### config.mk
export PLATFORM = sky130hd
export DESIGN_NAME = fccp_stats
export DESIGN_NICKNAME = d
export VERILOG_FILES = /design/src/rtl/fccp_pkg.sv /design/src/rtl/fccp_stats.sv
export SDC_FILE = /design/constraint.sdc
export NUM_CORES = 1
export LEC_CHECK = 0
export ABC_AREA = 1
export ABC_CLOCK_PERIOD_IN_PS = 1850
export BUFFER_PORTS_ARGS = -buffer_cell sky130_fd_sc_hd__buf_2
export CAP_MARGIN = 20
export CORE_MARGIN = 1.5
export CORE_UTILIZATION = 51
export CTS_CLUSTER_DIAMETER = 150
export DETAILED_ROUTE_END_ITERATION = 7
export PLACE_DENSITY = 0.88
export SLEW_MARGIN = 10
export SYNTH_ARGS = -nofsm -noshare
export SYNTH_HDL_FRONTEND = slang
export SYNTH_SLANG_ARGS = --single-unit
### constraint.sdc
create_clock -name clock -period 1.85 [get_ports clock]
set_input_delay 0.0925 -clock clock [delete_from_list [all_inputs] [get_ports clock]]
set_output_delay 0.0925 -clock clock [all_outputs]
set_load 0.05 [all_outputs]
### src/rtl/fccp_pkg.sv
// shared types and constants of the freshness count cache policy
`default_nettype none

package fccp_pkg;

   localparam int KEY_IN_BITS    = 8;
   localparam int FRESH_BITS     = 8;
   localparam int OUT_COUNT_BITS = 32;
   localparam int DISTINCT_BITS  = 9;

   localparam logic [DISTINCT_BITS-1:0] DISTINCT_MAX = 9'd511;

   typedef enum logic [1:0] {
      REQ_ACCESS     = 2'd0,
      REQ_MARK_FRESH = 2'd1,
      REQ_PURGE      = 2'd2,
      REQ_QUERY      = 2'd3
   } req_kind_type;

   typedef struct packed {
      logic                  text_valid;
      logic                  binary_valid;
      logic [FRESH_BITS-1:0] text_fresh;
      logic [FRESH_BITS-1:0] binary_fresh;
   } slot_type;

   typedef struct packed {
      logic write;
      logic purge;
   } table_ctl_type;

   typedef struct packed {
      logic update;
      logic reload;
      logic first_touch;
   } stats_ctl_type;

endpackage

`default_nettype wire

### src/rtl/fccp_stats.sv
// global counters and incremental top key tracking
`default_nettype none

module fccp_stats #(
   parameter int KEYS = 256,
   parameter int COUNT_BITS = 32,
   localparam int KEY_BITS = $clog2(KEYS)
) (
   input  wire logic                                 clock,
   input  wire logic                                 reset,
   input  wire fccp_pkg::stats_ctl_type              ctl,
   input  wire logic [KEY_BITS-1:0]                  key_idx,
   input  wire logic [COUNT_BITS-1:0]                key_count,
   output logic      [KEY_BITS-1:0]                  top_index,
   output logic      [COUNT_BITS-1:0]                top_count,
   output logic      [COUNT_BITS-1:0]                total,
   output logic      [fccp_pkg::DISTINCT_BITS-1:0]   distinct,
   output logic      [COUNT_BITS-1:0]                reloads
);

   logic [KEY_BITS-1:0]                top_index_ff, top_index_in;
   logic [COUNT_BITS-1:0]              top_count_ff, top_count_in;
   logic [COUNT_BITS-1:0]              total_ff, total_in;
   logic [fccp_pkg::DISTINCT_BITS-1:0] distinct_ff, distinct_in;
   logic [COUNT_BITS-1:0]              reloads_ff, reloads_in;

   always_comb begin
      top_index_in = top_index_ff;
      top_count_in = top_count_ff;
      total_in     = total_ff;
      distinct_in  = distinct_ff;
      reloads_in   = reloads_ff;
      if (ctl.update) begin
         // ties go to the lower key
         if ((key_count > top_count_ff) ||
             ((key_count == top_count_ff) && (key_idx < top_index_ff))) begin
            top_index_in = key_idx;
            top_count_in = key_count;
         end
         if (total_ff != '1) begin
            total_in = total_ff + 1'b1;
         end
         if (ctl.reload && (reloads_ff != '1)) begin
            reloads_in = reloads_ff + 1'b1;
         end
         if (ctl.first_touch && (distinct_ff != fccp_pkg::DISTINCT_MAX)) begin
            distinct_in = distinct_ff + 1'b1;
         end
      end
   end

   always_ff @(posedge clock) begin
      if (reset) begin
         top_index_ff <= '0;
         top_count_ff <= '0;
         total_ff     <= '0;
         distinct_ff  <= '0;
         reloads_ff   <= '0;
      end else begin
         top_index_ff <= top_index_in;
         top_count_ff <= top_count_in;
         total_ff     <= total_in;
         distinct_ff  <= distinct_in;
         reloads_ff   <= reloads_in;
      end
   end

   // values after the current transaction's step
   assign top_index = top_index_in;
   assign top_count = top_count_in;
   assign total     = total_in;
   assign distinct  = distinct_in;
   assign reloads   = reloads_in;

endmodule

`default_nettype wire
==> results of run 1 <==
cell families after synthesis:
family | share of synthesized area [%]
buffers and inverters | 12.97
AOI/OAI and AO/OA | 7.733
and+or+nand+nor | 39.13
DFF | 28.95
xor gates and xnor gates | 4.339
adders and majority gates | 6.884
through the flow:
step           instance area, um^2  utilization [%]
2_1_floorplan                 8313                -
3_3_place_gp                 10390            68.83
3_5_place_dp                 10390            68.83
4_1_cts                      14680            97.27
cells in the mapped netlist (2+ instances only):
master	count	area [um^2]
nand2_2	9	56.30
a21oi_1	74	370.4
nand3_2	2	20.02
and3_1	2	12.51
nor3_1	18	90.09
nand3_1	31	155.2
inv_1	206	773.2
dfxtp_1	113	2262
ha_1	43	538.0
o21ai_0	19	95.09
a211oi_1	3	22.52
inv_2	8	30.03
buf_6	4	45.04
nor2_2	8	50.05
o21ai_2	2	17.52
or2_0	2	12.51
buf_2	6	30.03
nand4_1	55	344.1
nor4_1	2	12.51
xnor2_1	11	96.34
xor2_2	2	32.53
xor2_1	24	210.2
nor2_1	136	510.5
or2_2	3	18.77
clkbuf_1	32	120.1
nand3b_1	11	82.58
nor3_2	2	20.02
o21ai_1	14	70.07
nand2_1	430	1614
routing by layer:
layer | track usage, % | overflow
met1 | 70.71 | 1
met2 | 95.53 | 47
met3 | 54.11 | 2
met5 | 6.502 | 0
met4 | 77.74 | 39
repair_timing:
item | in CTS
endpoints found under the hold margin | 0
setup endpoints to repair | 166
pin swaps | 180
setup buffers | 118
gates resized for setup | 740
cloned | 13
==> flow_metrics.env, run 1 <==
export IMPL_syn_avg_cell_area_um2=6.082
export IMPL_cts_path_max_buffers=2
export IMPL_cts_root_buffer="clkbuf_16"
export IMPL_start_util_pct=51.79
export IMPL_numPlacedInstances=1750
export IMPL_yosysSeqAreaShare_pct=28.95
export IMPL_fp_dieH_um=126.8
export IMPL_hold_buffers=0
export IMPL_cts_buffers=17
export IMPL_synth_ff_type="dfxtp_1"
export IMPL_synth_edf_count=0
export IMPL_status="did not finish"
export IMPL_ios=158
export IMPL_syn_cell_area_um2=7815
export IMPL_stop_error="[ERROR GRT-0116] Global routing finished with congestion. Check the congestion regions in the DRC Viewer."
export IMPL_grt_pass1_wl_um=90120
export IMPL_dp_slack_ns=-0.4942
export IMPL_postSynth_asyncResetShare_pct=0
export IMPL_grt_usage_pct=73.19
export IMPL_yosys_warnings=0
export IMPL_hpwlAfterDp_um=18010
export IMPL_synthesis_nets=1373
export IMPL_port_buffers=157
export IMPL_rows=45
export IMPL_synth_cells=1285
export IMPL_haltStage="global routing (5_1_grt)"
export IMPL_ys_types=42
export IMPL_cts_max_level=4
export IMPL_gr_total_overflow=89
export IMPL_die_width_um=126.8
export IMPL_cts_sinks=113
export IMPL_first_global_vias=14903
export IMPL_grt_max_degree=49
export IMPL_gp_congestion=0.9130
export IMPL_yosys_register_bits=113
==> run 2: changes to the inputs <==
Settings changed: ABC_CLOCK_PERIOD_IN_PS 1850 to 2410, CORE_UTILIZATION 51 to 40, CTS_CLUSTER_DIAMETER 150 to default, PLACE_DENSITY 0.88 to default, PLACE_DENSITY_LB_ADDON from default to 0.15.
Clock period 1.85 ns to 2.41 ns, I/O delays scaled along.
==> run 2 against run 1 <==
  * The flow now finishes, with violations (setup timing)
  * Synthesized area is the same
  * Synthesized cell count is the same
==> flow_metrics.env, run 2 <==
export IMPL_status="finished, violations left"
export IMPL_violations="setup timing"
export IMPL_ios=158
export IMPL_critPathMostFrequentCell="nand2_2"
export IMPL_worstPathArrival_ns=2.54
export IMPL_area_growth_syn_to_layout_pct=56.72
export IMPL_dr_pass1_iters=5
export IMPL_yosys_register_bits=113
export IMPL_gp_congestion=0.9287
export IMPL_mostFrequentLayoutCell="nand2_1"
export IMPL_crit_path_start_kind="flop"
export IMPL_totalWireLength_um=25350
export IMPL_ys_top_cells_by_count="nand2_1, inv_1, nor2_1"
export IMPL_cp_num_cells=16
export IMPL_ir_drop_mv=0.4323
export IMPL_synth_cells=1285
export IMPL_first_global_vias=8299
export IMPL_postSynth_asyncResetShare_pct=0
export IMPL_drc=0
export IMPL_cts_tree="built"
export IMPL_cts_buffers=17
export IMPL_hp_class="in2reg"
export IMPL_gr_total_overflow=0
export IMPL_power_density_nw_per_um2=595.3
export IMPL_final_core_util_pct=64.61
export IMPL_hpwlAfterDp_um=15770
export IMPL_cts_sinks=113
export IMPL_largest_registers="reloads_ff x32, top_count_ff x32, total_ff x32"
export IMPL_fp_dieH_um=142.8
export IMPL_postPlaceCellArea_um2=8905
export IMPL_max_slew_margin_pct=47.18
export IMPL_crit_chain="inv_2, ha_4, nand2_2, nor2_4, nand2_2, nor2_1, nand2_1, nand2_1, nor2_1, nand2_2, buf_6, buf_12, nand4_1, nand2_4, inv_2, buf_8"
export IMPL_layout_common_cells="nand2_1, inv_1, nor2_1, buf_4, a21oi_1"
export IMPL_drive_gt1_share_pct=40.61
export IMPL_fill_cells=1677
export IMPL_yosys_warnings=0
export IMPL_critPathCaptureType="output port"
export IMPL_yosysTopAreaCell="dfxtp_1"
export IMPL_antenna_found_initial=2
export IMPL_ys_types=42
export IMPL_yosysSeqAreaShare_pct=28.95
export IMPL_final_area_um2=12250
export IMPL_drv_cap=0
export IMPL_crit_family="simple AND/OR/NAND/NOR gates"
export IMPL_grt_pass1_wl_um=38970
export IMPL_post_synth_top_area_fraction_pct=28.95
export IMPL_drv_slew=0
export IMPL_ant_nets=0
export IMPL_synth_ff_type="dfxtp_1"
export IMPL_power_w=0.007291
export IMPL_cp_slowest_stage_delay_ns=0.36
export IMPL_syn_cell_area_um2=7815
export IMPL_skew_ns=0.01141
export IMPL_die_area_um2=20380
export IMPL_via_per_inst=4.933
export IMPL_cts_max_level=4
export IMPL_cp_num_buf_inv=5
export IMPL_first_iter_violations=452
export IMPL_die_width_um=142.8
export IMPL_port_buffers=157
export IMPL_worst_pin_slew_ns=0.7862
export IMPL_start_util_pct=41.23
export IMPL_p_leak_nw=5.986
export IMPL_grt_max_degree=93
export IMPL_hold_viol_final=0
export IMPL_max_freq_ghz=0.3758
export IMPL_clkTransAtPathRegs_ns=0.06
export IMPL_rows=50
export IMPL_wire_per_inst_um=14.08
export IMPL_insertion_delay_ns=0.42
export IMPL_whs_path_depth=2
export IMPL_cts_root_buffer="clkbuf_16"
export IMPL_grt_usage_pct=23.81
export IMPL_synth_most_common_cell="nand2_1"
export IMPL_syn_avg_cell_area_um2=6.082
export IMPL_worstPathRequired_ns=2.29
export IMPL_crit_type="reg2out"
export IMPL_post_route_min_period_ns=2.661
export IMPL_cts_path_max_buffers=2
export IMPL_rsz0062_at_grt="yes"
export IMPL_r2r_cells=21
export IMPL_fin_crit_sh_pct=110.4
export IMPL_final_nets=1614
export IMPL_synthesis_nets=1373
export IMPL_synthTopCellsByArea="dfxtp_1, nand2_1, inv_1"
export IMPL_num_vias=8884
export IMPL_setup_viol=52
export IMPL_synth_edf_count=0
export IMPL_crit_slowest_cell="dfxtp_1"
export IMPL_fin_ws_ns=-0.2508
export IMPL_critPathMaxFanout=12
export IMPL_core_area_um2=18960
[run 2: cell counts after synthesis]
No cell type changed its count.
[run 2: final cells by class]
type                       instances  area (um^2)  area share [%]
multi-input combinational        913         5704           46.57
timing repair buffer             266         2445           19.96
sequential                       113         2327           19.00
inverter                         215        834.6           6.814
clock buffer                      22        474.2           3.872
tap                              260        325.3           2.656
clock inverter                    10        132.6           1.083
antenna                            2        5.005         0.04086
[run 2: final timing paths]
| check | startpoint | to | slack (ns) |
|---|---|---|---|
| setup reg to reg | top_count_ff[7] | top_count_ff[25] | -0.20 |
| hold / removal | reset | total_ff[19] | 0.06 |
| setup / recovery | top_count_ff[7] | top_count[6] | -0.25 |
| hold reg to reg | distinct_ff[7] | distinct_ff[7] | 0.50 |
[run 2: cells by family after synthesis]
logic type               Yosys count  synth area share [%]
AO/OA/AOI/OAI                    116                 7.733
adder cells (fa/ha/maj)           43                 6.884
buffers and inverters            259                 12.97
AND/OR/NAND/NOR                  717                 39.13
XOR/XNOR                          37                 4.339
flip-flops                       113                 28.95
[run 2: per-layer routing]
metal  global-route usage [%]  wire length (um)  vias up
li1                         -                 -     4482
met1                    29.46             11110     4113
met2                    41.82             12480      247
met3                    5.332              1317       40
met4                    5.697               430        2
met5                        0                13        -
[run 2: metrics by stage]
stage	hold slack [ns]	TNS [ns]	setup WS [ns]	instances
after global placement	0.4813	0	0.1135	1679
after detailed placement	0.4817	0	0.07782	1679
final	0.05993	-9.354	-0.2508	1801
after CTS	0.06117	-7.395	-0.2038	1773
after floorplan	0.3289	0	0.004397	1285
after global routing	0.06974	-17.84	-0.4091	1799
[run 2: what timing repair did]
action / CTS / global route
hold buffers: 0 / 0
gates cloned: 4 / 1
setup endpoints to repair: 96 / 119
buffers inserted: 58 / 28
pin swaps: 23 / 55
gates resized for setup: 336 / 290
[run 2: power by group]
group | total [W] | switching [W] | internal, W | leakage (nW)
clock | 0.00264 | 0.000943 | 0.00170 | 0.292
sequential | 0.00200 | 0.0000390 | 0.00197 | 0.943
combinational | 0.00264 | 0.00156 | 0.00109 | 4.75
Note: power is estimated with default switching activity, not from simulation.
